<file path="src/hw/rtl/b64d_pkg.sv">
`timescale 1ns / 1ps

package b64d_pkg;

    localparam int MAX_DECODED_BYTES = 65535;
    localparam int CNT_W = $clog2(MAX_DECODED_BYTES + 2);
    localparam int CMP_W = (CNT_W + 1 > 17) ? CNT_W + 1 : 17;

    localparam int FIFO_DEPTH = 4;
    localparam int FIFO_PTR_W = $clog2(FIFO_DEPTH);
    localparam int FIFO_LVL_W = $clog2(FIFO_DEPTH + 1);

    localparam logic [2:0] ST_OK         = 3'd0;
    localparam logic [2:0] ST_BAD_LENGTH = 3'd1;
    localparam logic [2:0] ST_BAD_CHAR   = 3'd2;
    localparam logic [2:0] ST_BAD_PAD    = 3'd3;
    localparam logic [2:0] ST_OVER_LIMIT = 3'd4;

    localparam logic KIND_BYTE   = 1'b0;
    localparam logic KIND_STATUS = 1'b1;

    typedef struct packed {
        logic [7:0] char_code;
        logic       last_char;
    } in_beat_t;

    typedef struct packed {
        logic        kind;
        logic [7:0]  data_byte;
        logic [2:0]  status;
        logic [15:0] byte_count;
        logic        is_last;
    } out_beat_t;

    // bytes of one quartet still to send, plus an optional closing status
    typedef struct packed {
        logic [2:0]  byte_mask;
        logic [23:0] triple;
        logic        has_status;
        logic [2:0]  status;
        logic [15:0] byte_count;
    } work_t;

    typedef struct packed {
        logic                  full;
        logic                  empty;
        logic [FIFO_LVL_W-1:0] level;
    } fifo_stat_t;

endpackage

</file>
<file path="src/hw/rtl/b64d_front.sv">
`timescale 1ns / 1ps

module b64d_front
    import b64d_pkg::*;
(
    input  logic        aclk,
    input  logic        aresetn,
    input  logic        cfg_wr_en,
    input  logic [15:0] cfg_wr_data,
    input  logic        s_valid,
    output logic        s_ready,
    input  in_beat_t    s_data,
    input  logic        q_full,
    output logic        q_wr_en,
    output work_t       q_wr_data
);

    localparam logic [CNT_W-1:0] CNT_SAT = CNT_W'(MAX_DECODED_BYTES + 1);

    function automatic logic [6:0] sextet_of(input logic [7:0] c);
        logic [7:0] t;
        logic [6:0] r;
        t = 8'd0;
        r = 7'h40;
        if (c >= 8'h41 && c <= 8'h5a) begin
            t = c - 8'h41;
            r = {1'b0, t[5:0]};
        end else if (c >= 8'h61 && c <= 8'h7a) begin
            t = c - 8'h61 + 8'd26;
            r = {1'b0, t[5:0]};
        end else if (c >= 8'h30 && c <= 8'h39) begin
            t = c - 8'h30 + 8'd52;
            r = {1'b0, t[5:0]};
        end else if (c == 8'h2b) begin
            r = 7'd62;
        end else if (c == 8'h2f) begin
            r = 7'd63;
        end
        return r;
    endfunction

    logic [15:0]      limit_reg;
    logic [1:0]       pos_reg, pos_next;
    logic [17:0]      held_reg, held_next;
    logic             third_pad_reg, third_pad_next;
    logic             bad_seen_reg, bad_seen_next;
    logic [2:0]       first_err_reg, first_err_next;
    logic [CNT_W-1:0] count_reg, count_next;

    logic             accept;
    logic [6:0]       v;
    logic             pad;
    logic             not_sx;
    logic             bad4;
    logic [2:0]       err;
    logic             fire;
    logic [1:0]       nbytes;
    logic [5:0]       s_val;
    logic [CMP_W-1:0] cnt_ext;
    logic [CMP_W-1:0] lim_ext;
    logic [CMP_W-1:0] total;
    logic [CMP_W-1:0] step;
    logic [CNT_W-1:0] count_upd;
    logic [2:0]       mask;
    logic [1:0]       pos_after;
    logic [2:0]       st;
    logic [15:0]      cnt_out;

    assign s_ready = !q_full;
    assign accept  = s_valid && s_ready;
    assign v       = sextet_of(s_data.char_code);
    assign pad     = (s_data.char_code == 8'h3d);
    assign not_sx  = v[6];
    assign cnt_ext = CMP_W'(count_reg);
    assign lim_ext = CMP_W'(limit_reg);

    always_comb begin
        bad4   = !pad && not_sx;
        err    = ST_OK;
        if ((third_pad_reg || pad) && !s_data.last_char) begin
            err = ST_BAD_PAD;
        end else if (third_pad_reg && !pad) begin
            err = ST_BAD_PAD;
        end else if (bad_seen_reg || bad4) begin
            err = ST_BAD_CHAR;
        end
        nbytes = third_pad_reg ? 2'd1 : (pad ? 2'd2 : 2'd3);
        fire   = (pos_reg == 2'd3) && (first_err_reg == ST_OK) && (err == ST_OK);
        step   = '0;
        for (int i = 0; i < 3; i++) begin
            // counter value after this byte, held at its ceiling
            step = cnt_ext + CMP_W'(i + 1);
            if (step > CMP_W'(CNT_SAT)) begin
                step = CMP_W'(CNT_SAT);
            end
            mask[i] = fire && (i < int'(nbytes)) && (step <= lim_ext);
        end
        total = cnt_ext + CMP_W'(nbytes);
        count_upd = (total > CMP_W'(CNT_SAT)) ? CNT_SAT : total[CNT_W-1:0];
    end

    always_comb begin
        pos_next       = pos_reg;
        held_next      = held_reg;
        third_pad_next = third_pad_reg;
        bad_seen_next  = bad_seen_reg;
        first_err_next = first_err_reg;
        count_next     = count_reg;
        s_val          = not_sx ? 6'd0 : v[5:0];
        if (pos_reg == 2'd3) begin
            pos_next       = 2'd0;
            held_next      = 18'd0;
            third_pad_next = 1'b0;
            bad_seen_next  = 1'b0;
            if (first_err_reg == ST_OK && err != ST_OK) begin
                first_err_next = err;
            end
            if (fire) begin
                count_next = count_upd;
            end
        end else begin
            pos_next = pos_reg + 2'd1;
            if (pos_reg == 2'd2) begin
                third_pad_next = pad;
                if (!pad && not_sx) begin
                    bad_seen_next = 1'b1;
                end
                held_next = {held_reg[17:6], s_val};
            end else begin
                if (not_sx) begin
                    bad_seen_next = 1'b1;
                end
                if (pos_reg == 2'd0) begin
                    held_next = {s_val, held_reg[11:0]};
                end else begin
                    held_next = {held_reg[17:12], s_val, held_reg[5:0]};
                end
            end
        end
    end

    always_comb begin
        pos_after = pos_next;
        if (pos_after != 2'd0) begin
            st = ST_BAD_LENGTH;
        end else if (first_err_next != ST_OK) begin
            st = first_err_next;
        end else if (CMP_W'(count_next) > lim_ext) begin
            st = ST_OVER_LIMIT;
        end else begin
            st = ST_OK;
        end
        cnt_out = (CMP_W'(count_next) > CMP_W'(16'hffff)) ? 16'hffff
                                                          : 16'(count_next);
        q_wr_data.byte_mask  = mask;
        q_wr_data.triple     = {held_reg, (pad || bad4) ? 6'd0 : v[5:0]};
        q_wr_data.has_status = s_data.last_char;
        q_wr_data.status     = st;
        q_wr_data.byte_count = cnt_out;
        q_wr_en = accept && ((mask != 3'd0) || s_data.last_char);
    end

    always_ff @(posedge aclk) begin
        if (!aresetn) begin
            limit_reg     <= 16'hffff;
            pos_reg       <= 2'd0;
            held_reg      <= 18'd0;
            third_pad_reg <= 1'b0;
            bad_seen_reg  <= 1'b0;
            first_err_reg <= ST_OK;
            count_reg     <= '0;
        end else begin
            if (cfg_wr_en) begin
                limit_reg <= cfg_wr_data;
            end
            if (accept) begin
                if (s_data.last_char) begin
                    pos_reg       <= 2'd0;
                    held_reg      <= 18'd0;
                    third_pad_reg <= 1'b0;
                    bad_seen_reg  <= 1'b0;
                    first_err_reg <= ST_OK;
                    count_reg     <= '0;
                end else begin
                    pos_reg       <= pos_next;
                    held_reg      <= held_next;
                    third_pad_reg <= third_pad_next;
                    bad_seen_reg  <= bad_seen_next;
                    first_err_reg <= first_err_next;
                    count_reg     <= count_next;
                end
            end
        end
    end

endmodule

</file>
<file path="src/hw/rtl/b64d_fifo.sv">
`timescale 1ns / 1ps

module b64d_fifo
    import b64d_pkg::*;
(
    input  logic       aclk,
    input  logic       aresetn,
    input  logic       wr_en,
    input  work_t      wr_data,
    input  logic       rd_en,
    output logic       rd_valid,
    output work_t      rd_data,
    output fifo_stat_t stat
);

    work_t                 mem_reg [FIFO_DEPTH];
    logic [FIFO_PTR_W-1:0] wr_ptr_reg;
    logic [FIFO_PTR_W-1:0] rd_ptr_reg;
    logic [FIFO_LVL_W-1:0] level_reg;
    logic                  do_wr;
    logic                  do_rd;

    assign stat.full  = (level_reg == FIFO_LVL_W'(FIFO_DEPTH));
    assign stat.empty = (level_reg == '0);
    assign stat.level = level_reg;
    assign rd_valid   = !stat.empty;
    assign rd_data    = mem_reg[rd_ptr_reg];
    assign do_wr      = wr_en && !stat.full;
    assign do_rd      = rd_en && !stat.empty;

    always_ff @(posedge aclk) begin
        if (do_wr) begin
            mem_reg[wr_ptr_reg] <= wr_data;
        end
    end

    always_ff @(posedge aclk) begin
        if (!aresetn) begin
            wr_ptr_reg <= '0;
            rd_ptr_reg <= '0;
            level_reg  <= '0;
        end else begin
            if (do_wr) begin
                wr_ptr_reg <= (wr_ptr_reg == FIFO_PTR_W'(FIFO_DEPTH - 1)) ? '0
                                                                          : wr_ptr_reg + 1'b1;
            end
            if (do_rd) begin
                rd_ptr_reg <= (rd_ptr_reg == FIFO_PTR_W'(FIFO_DEPTH - 1)) ? '0
                                                                          : rd_ptr_reg + 1'b1;
            end
            if (do_wr && !do_rd) begin
                level_reg <= level_reg + 1'b1;
            end else if (do_rd && !do_wr) begin
                level_reg <= level_reg - 1'b1;
            end
        end
    end

endmodule

</file>
<file path="src/hw/rtl/b64d_back.sv">
`timescale 1ns / 1ps

module b64d_back
    import b64d_pkg::*;
(
    input  logic      aclk,
    input  logic      aresetn,
    input  logic      q_valid,
    input  work_t     q_data,
    output logic      q_rd_en,
    output logic      m_valid,
    input  logic      m_ready,
    output out_beat_t m_data
);

    work_t     cur_reg, cur_next;
    logic      cur_valid_reg, cur_valid_next;
    logic      m_valid_reg, m_valid_next;
    out_beat_t m_data_reg;

    logic      out_free;
    logic      emit;
    logic      sel_byte;
    logic [7:0] byte_sel;
    logic [2:0] rem_mask;
    logic      rem_status;
    logic      rem_empty;
    logic      pop;
    out_beat_t beat;

    always_comb begin
        sel_byte = 1'b1;
        byte_sel = cur_reg.triple[23:16];
        rem_mask = cur_reg.byte_mask;
        priority if (cur_reg.byte_mask[0]) begin
            rem_mask[0] = 1'b0;
        end else if (cur_reg.byte_mask[1]) begin
            byte_sel    = cur_reg.triple[15:8];
            rem_mask[1] = 1'b0;
        end else if (cur_reg.byte_mask[2]) begin
            byte_sel    = cur_reg.triple[7:0];
            rem_mask[2] = 1'b0;
        end else begin
            sel_byte = 1'b0;
        end
        rem_status = cur_reg.has_status && sel_byte;
        rem_empty  = (rem_mask == 3'd0) && !rem_status;

        out_free = !m_valid_reg || m_ready;
        emit     = out_free && cur_valid_reg;
        pop      = q_valid && (!cur_valid_reg || (emit && rem_empty));

        if (sel_byte) begin
            beat.kind       = KIND_BYTE;
            beat.data_byte  = byte_sel;
            beat.status     = ST_OK;
            beat.byte_count = 16'd0;
        end else begin
            beat.kind       = KIND_STATUS;
            beat.data_byte  = 8'd0;
            beat.status     = cur_reg.status;
            beat.byte_count = cur_reg.byte_count;
        end
        beat.is_last = rem_empty;

        cur_next       = cur_reg;
        cur_valid_next = cur_valid_reg;
        if (pop) begin
            cur_next       = q_data;
            cur_valid_next = 1'b1;
        end else if (emit) begin
            cur_next.byte_mask  = rem_mask;
            cur_next.has_status = rem_status;
            cur_valid_next      = !rem_empty;
        end

        m_valid_next = emit ? 1'b1 : (m_ready ? 1'b0 : m_valid_reg);
    end

    assign q_rd_en = pop;
    assign m_valid = m_valid_reg;
    assign m_data  = m_data_reg;

    always_ff @(posedge aclk) begin
        cur_reg <= cur_next;
        if (emit) begin
            m_data_reg <= beat;
        end
    end

    always_ff @(posedge aclk) begin
        if (!aresetn) begin
            cur_valid_reg <= 1'b0;
            m_valid_reg   <= 1'b0;
        end else begin
            cur_valid_reg <= cur_valid_next;
            m_valid_reg   <= m_valid_next;
        end
    end

endmodule

</file>
<file path="src/hw/rtl/base64_strict_decoder_unit.sv">
`timescale 1ns / 1ps
// channel   | ports                        | beat
// ----------+------------------------------+------------------------------------------
// input     | s_valid s_ready s_data       | one text character, last flag
// result    | m_valid m_ready m_data       | one decoded byte or the closing status
// config    | cfg_wr_en cfg_wr_data        | buffer limit, taken at once
//
// one character a cycle enters while the queue is not full; a quartet is classified and decoded in the cycle it ends
// results leave one a cycle from the output register while m_ready is high, set by the back-end sequencer
// a four-entry queue between them takes bursts of up to four results per character
// reset is synchronous, active low, and sets the buffer limit to 65535
// s_ready drops only while the queue is full; m_ready low holds the output beat

module base64_strict_decoder_unit
    import b64d_pkg::*;
(
    input  logic        aclk,
    input  logic        aresetn,
    input  logic        cfg_wr_en,
    input  logic [15:0] cfg_wr_data,
    input  logic        s_valid,
    output logic        s_ready,
    input  in_beat_t    s_data,
    output logic        m_valid,
    input  logic        m_ready,
    output out_beat_t   m_data
);

    logic       q_wr_en;
    work_t      q_wr_data;
    logic       q_rd_en;
    logic       q_valid;
    work_t      q_rd_data;
    fifo_stat_t q_stat;

    b64d_front u_front (
        .aclk        (aclk),
        .aresetn     (aresetn),
        .cfg_wr_en   (cfg_wr_en),
        .cfg_wr_data (cfg_wr_data),
        .s_valid     (s_valid),
        .s_ready     (s_ready),
        .s_data      (s_data),
        .q_full      (q_stat.full),
        .q_wr_en     (q_wr_en),
        .q_wr_data   (q_wr_data)
    );

    b64d_fifo u_fifo (
        .aclk     (aclk),
        .aresetn  (aresetn),
        .wr_en    (q_wr_en),
        .wr_data  (q_wr_data),
        .rd_en    (q_rd_en),
        .rd_valid (q_valid),
        .rd_data  (q_rd_data),
        .stat     (q_stat)
    );

    b64d_back u_back (
        .aclk    (aclk),
        .aresetn (aresetn),
        .q_valid (q_valid),
        .q_data  (q_rd_data),
        .q_rd_en (q_rd_en),
        .m_valid (m_valid),
        .m_ready (m_ready),
        .m_data  (m_data)
    );

    // a status beat always closes the results of its character
    a_status_is_last: assert property (@(posedge aclk) disable iff (!aresetn)
        m_valid && (m_data.kind == KIND_STATUS) |-> m_data.is_last)
        else $error("status beat without is_last");

    // byte beats carry no status and no count
    a_byte_fields_zero: assert property (@(posedge aclk) disable iff (!aresetn)
        m_valid && (m_data.kind == KIND_BYTE) |->
            (m_data.status == ST_OK) && (m_data.byte_count == 16'd0))
        else $error("byte beat with status or count");

    // input stalls only when the queue is full
    a_ready_follows_queue: assert property (@(posedge aclk) disable iff (!aresetn)
        s_ready == !q_stat.full)
        else $error("input ready does not follow queue level");

    // queued work items always hold at least one result
    a_queue_item_nonempty: assert property (@(posedge aclk) disable iff (!aresetn)
        q_wr_en |-> (q_wr_data.byte_mask != 3'd0) || q_wr_data.has_status)
        else $error("empty work item queued");

    // a pop frees a slot, so level drops unless a write comes in with it
    a_level_on_pop: assert property (@(posedge aclk) disable iff (!aresetn)
        q_rd_en && !q_wr_en |=> q_stat.level == $past(q_stat.level) - 1'b1)
        else $error("queue level wrong after pop");

endmodule
</file>
<file path="config.mk">
export PLATFORM = sky130hd
export DESIGN_NAME = base64_strict_decoder_unit
export DESIGN_NICKNAME = d
export VERILOG_FILES = /design/src/hw/rtl/b64d_pkg.sv /design/src/hw/rtl/b64d_front.sv /design/src/hw/rtl/b64d_fifo.sv /design/src/hw/rtl/b64d_back.sv /design/src/hw/rtl/base64_strict_decoder_unit.sv
export SDC_FILE = /design/constraint.sdc
export NUM_CORES = 1
export LEC_CHECK = 0
export BUFFER_PORTS_ARGS = -buffer_cell sky130_fd_sc_hd__buf_4
export CAP_MARGIN = 20
export CORE_MARGIN = 2
export CORE_UTILIZATION = 54
export DETAILED_ROUTE_END_ITERATION = 12
export HOLD_SLACK_MARGIN = 0.15
export PLACE_DENSITY_LB_ADDON = 0.08
export REMOVE_ABC_BUFFERS = 1
export SLEW_MARGIN = 20
export SYNTH_ARGS = -nofsm -noshare
export SYNTH_HDL_FRONTEND = slang
export SYNTH_HIERARCHICAL = 1
export SYNTH_SLANG_ARGS = --single-unit
</file>
<file path="constraint.sdc">
create_clock -name aclk -period 19.6 [get_ports aclk]
set_input_delay 3.92 -clock aclk [delete_from_list [all_inputs] [get_ports aclk]]
set_output_delay 3.92 -clock aclk [all_outputs]
set_load 0.02 [all_outputs]
</file>
==> metrics.yaml <==
status: "completed"
fin_crit_ns: 9.875
final_common_cell: "edfxtp_1"
ioPinCount: 61
drive_above_1_share: 0.1499
rsz0062_at_grt: "false"
postRouteAntennaNets: 0
crit_type: "primary input to flop"
hpwl_um: 26710
worstPathRequired_ns: 19.87
finalSetupTns_ns: 0
layout.nets: 1572
cp.arrival_ns: 10.14
worstPathMaxFanout: 24
p_leak_nw: 6.980
routabilityCongestion: 0.9441
p_per_area_nw_per_um2: 106.1
grt_max_degree: 61
die_y_um: 181.3
cts_tree: "done"
route.detailed.drc: 0
detail_route.iter0.violations: 960
drtPass1Iterations: 6
path_clk_slew_ns: 0.06
setup_ws_ns: 9.725
cts_resized: 0
worst_skew_pair.late_latency_ns: 0.53
max-vdd-ir-drop_uv: 80.01
hold_viol: 0
vias: 11423
port_buffers: 60
grt_first_pass_wirelength_um: 63720
gr-usage-all-layers: 0.2466
syn_area_um2: 16980
switchingPower_mw: 0.5489
ctsHoldBuffers: 0
syn2layout_area_growth_pct: 11.18
finClkSkew_ns: 0.02724
worst_setup_path_start_kind: "primary input"
max_slew_margin: 0.2869
yosysWarningCount: 6
tightestPinTransition_ns: 1.070
max_freq_ghz: 0.1013
antenna_found_initial: 0
pwr-share-comb: 0.190
rows: 64
hold_class: "flop to flop"
syn_inst: 1405
seq_power_share: 0.485
clk_path_buf_depth: 3
wl_per_cell_um: 21.24
core-area_um2: 30750
layout_common_cells: "edfxtp_1 (264), nand2_1 (128), nor2_1 (113)"
drv_cap: 0
slew_violations: 0
endpoint_kind: "flop"
start_util: 0.5522
dp_slack_ns: 9.357
grt_pass1_vias: 11414
n_fill_cell: 2495
syn_area_per_cell_um2: 12.09
die_x_um: 181.3
vias_per_cell: 6.109
p_sw_frac: 0.2739
numCtsBuffers: 36
antenna_cells: 0
largest_reg_flops: 188
finalPower_mw: 2.004
clock_power_share: 0.325
cts_setup_buffers: 0
min_period_over_period: 0.5038
wl_um: 39730
cts_max_level: 2
root_buffer: "clkbuf_16"
grt_overflow_total: 0
numClockSinks: 333
dieArea_um2: 32880
internal_power_mw: 1.455
setup_viol_count_final: 0
[routing by layer]
metal,vias to the layer above,global-route usage,wire length (µm)
met5,-,0,0
met4,0,0.06537,884
met3,62,0.03467,2142
met2,318,0.3805,17950
met1,5665,0.3687,18750
li1,5378,-,-
[through the flow]
| stage | area (µm²) | cells | hold slack, ns | utilization |
|---|---|---|---|---|
| after floorplan | 16570 | 1326 | 0.4600 | - |
| after global placement | 17700 | 1805 | 0.4802 | 0.5757 |
| after detailed placement | 17700 | 1805 | 0.4925 | 0.5757 |
| after CTS | 18850 | 1869 | 0.5003 | 0.6129 |
| after global routing | 18880 | 1870 | 0.5205 | 0.6139 |
| final | 18880 | 1870 | 0.4994 | 0.6139 |
[final timing paths]
kind	to	depth (start not counted)	start	slack, ns
setup reg to reg	u_fifo/level_reg[2]$_SDFFE_PN0P_	22	u_front/count_reg[1]$_SDFFE_PN0P_	11.80
hold / removal	u_fifo/wr_ptr_reg[1]$_SDFFE_PN0P_	2	u_fifo/wr_ptr_reg[1]$_SDFFE_PN0P_	0.50
hold reg to reg	u_fifo/wr_ptr_reg[1]$_SDFFE_PN0P_	2	u_fifo/wr_ptr_reg[1]$_SDFFE_PN0P_	0.50
setup / recovery	u_fifo/mem_reg[2][18]$_DFFE_PP_	23	s_data[2]	9.72
[final cells by class]
class / count / area (µm²) / share of cell area
clock buffers: 46 / 958.4 / 0.05077
flip-flops and latches: 333 / 9314 / 0.4934
multi-input cells: 950 / 7112 / 0.3767
inverters: 43 / 161.4 / 0.008550
clock inverters: 18 / 186.4 / 0.009875
well taps: 396 / 495.5 / 0.02625
repair buffers: 84 / 650.6 / 0.03446
[power by group through the flow]
| stage | logic, mW | clock network (mW) | registers [mW] |
|---|---|---|---|
| floorplan | 0.210 | 0 | 1.02 |
| global placement | 0.352 | 0 | 1.00 |
| detailed placement | 0.359 | 0 | 1.01 |
| CTS | 0.361 | 0.665 | 0.994 |
| global route | 0.414 | 0.695 | 0.987 |
| finish | 0.380 | 0.651 | 0.972 |
[critical path, stage by stage]
cell	delay (ns)
buf_4	0.14
inv_1	0.11
ha_1	0.20
and2_1	0.16
and2_1	0.44
nand2_1	0.11
ha_1	0.25
fa_1	0.50
nand3_1	0.27
nor3_1	0.17
and2_1	0.20
o21ai_0	0.62
a41oi_2	0.22
nand2b_1	0.64
o31ai_1	0.41
ha_1	0.31
a21o_1	0.19
a21o_1	0.17
a21oi_1	0.14
a21oi_1	0.08
a2111oi_0	0.41
o21ai_0	0.21
a22o_1	0.24
Note: power is estimated with default switching activity, not from simulation.
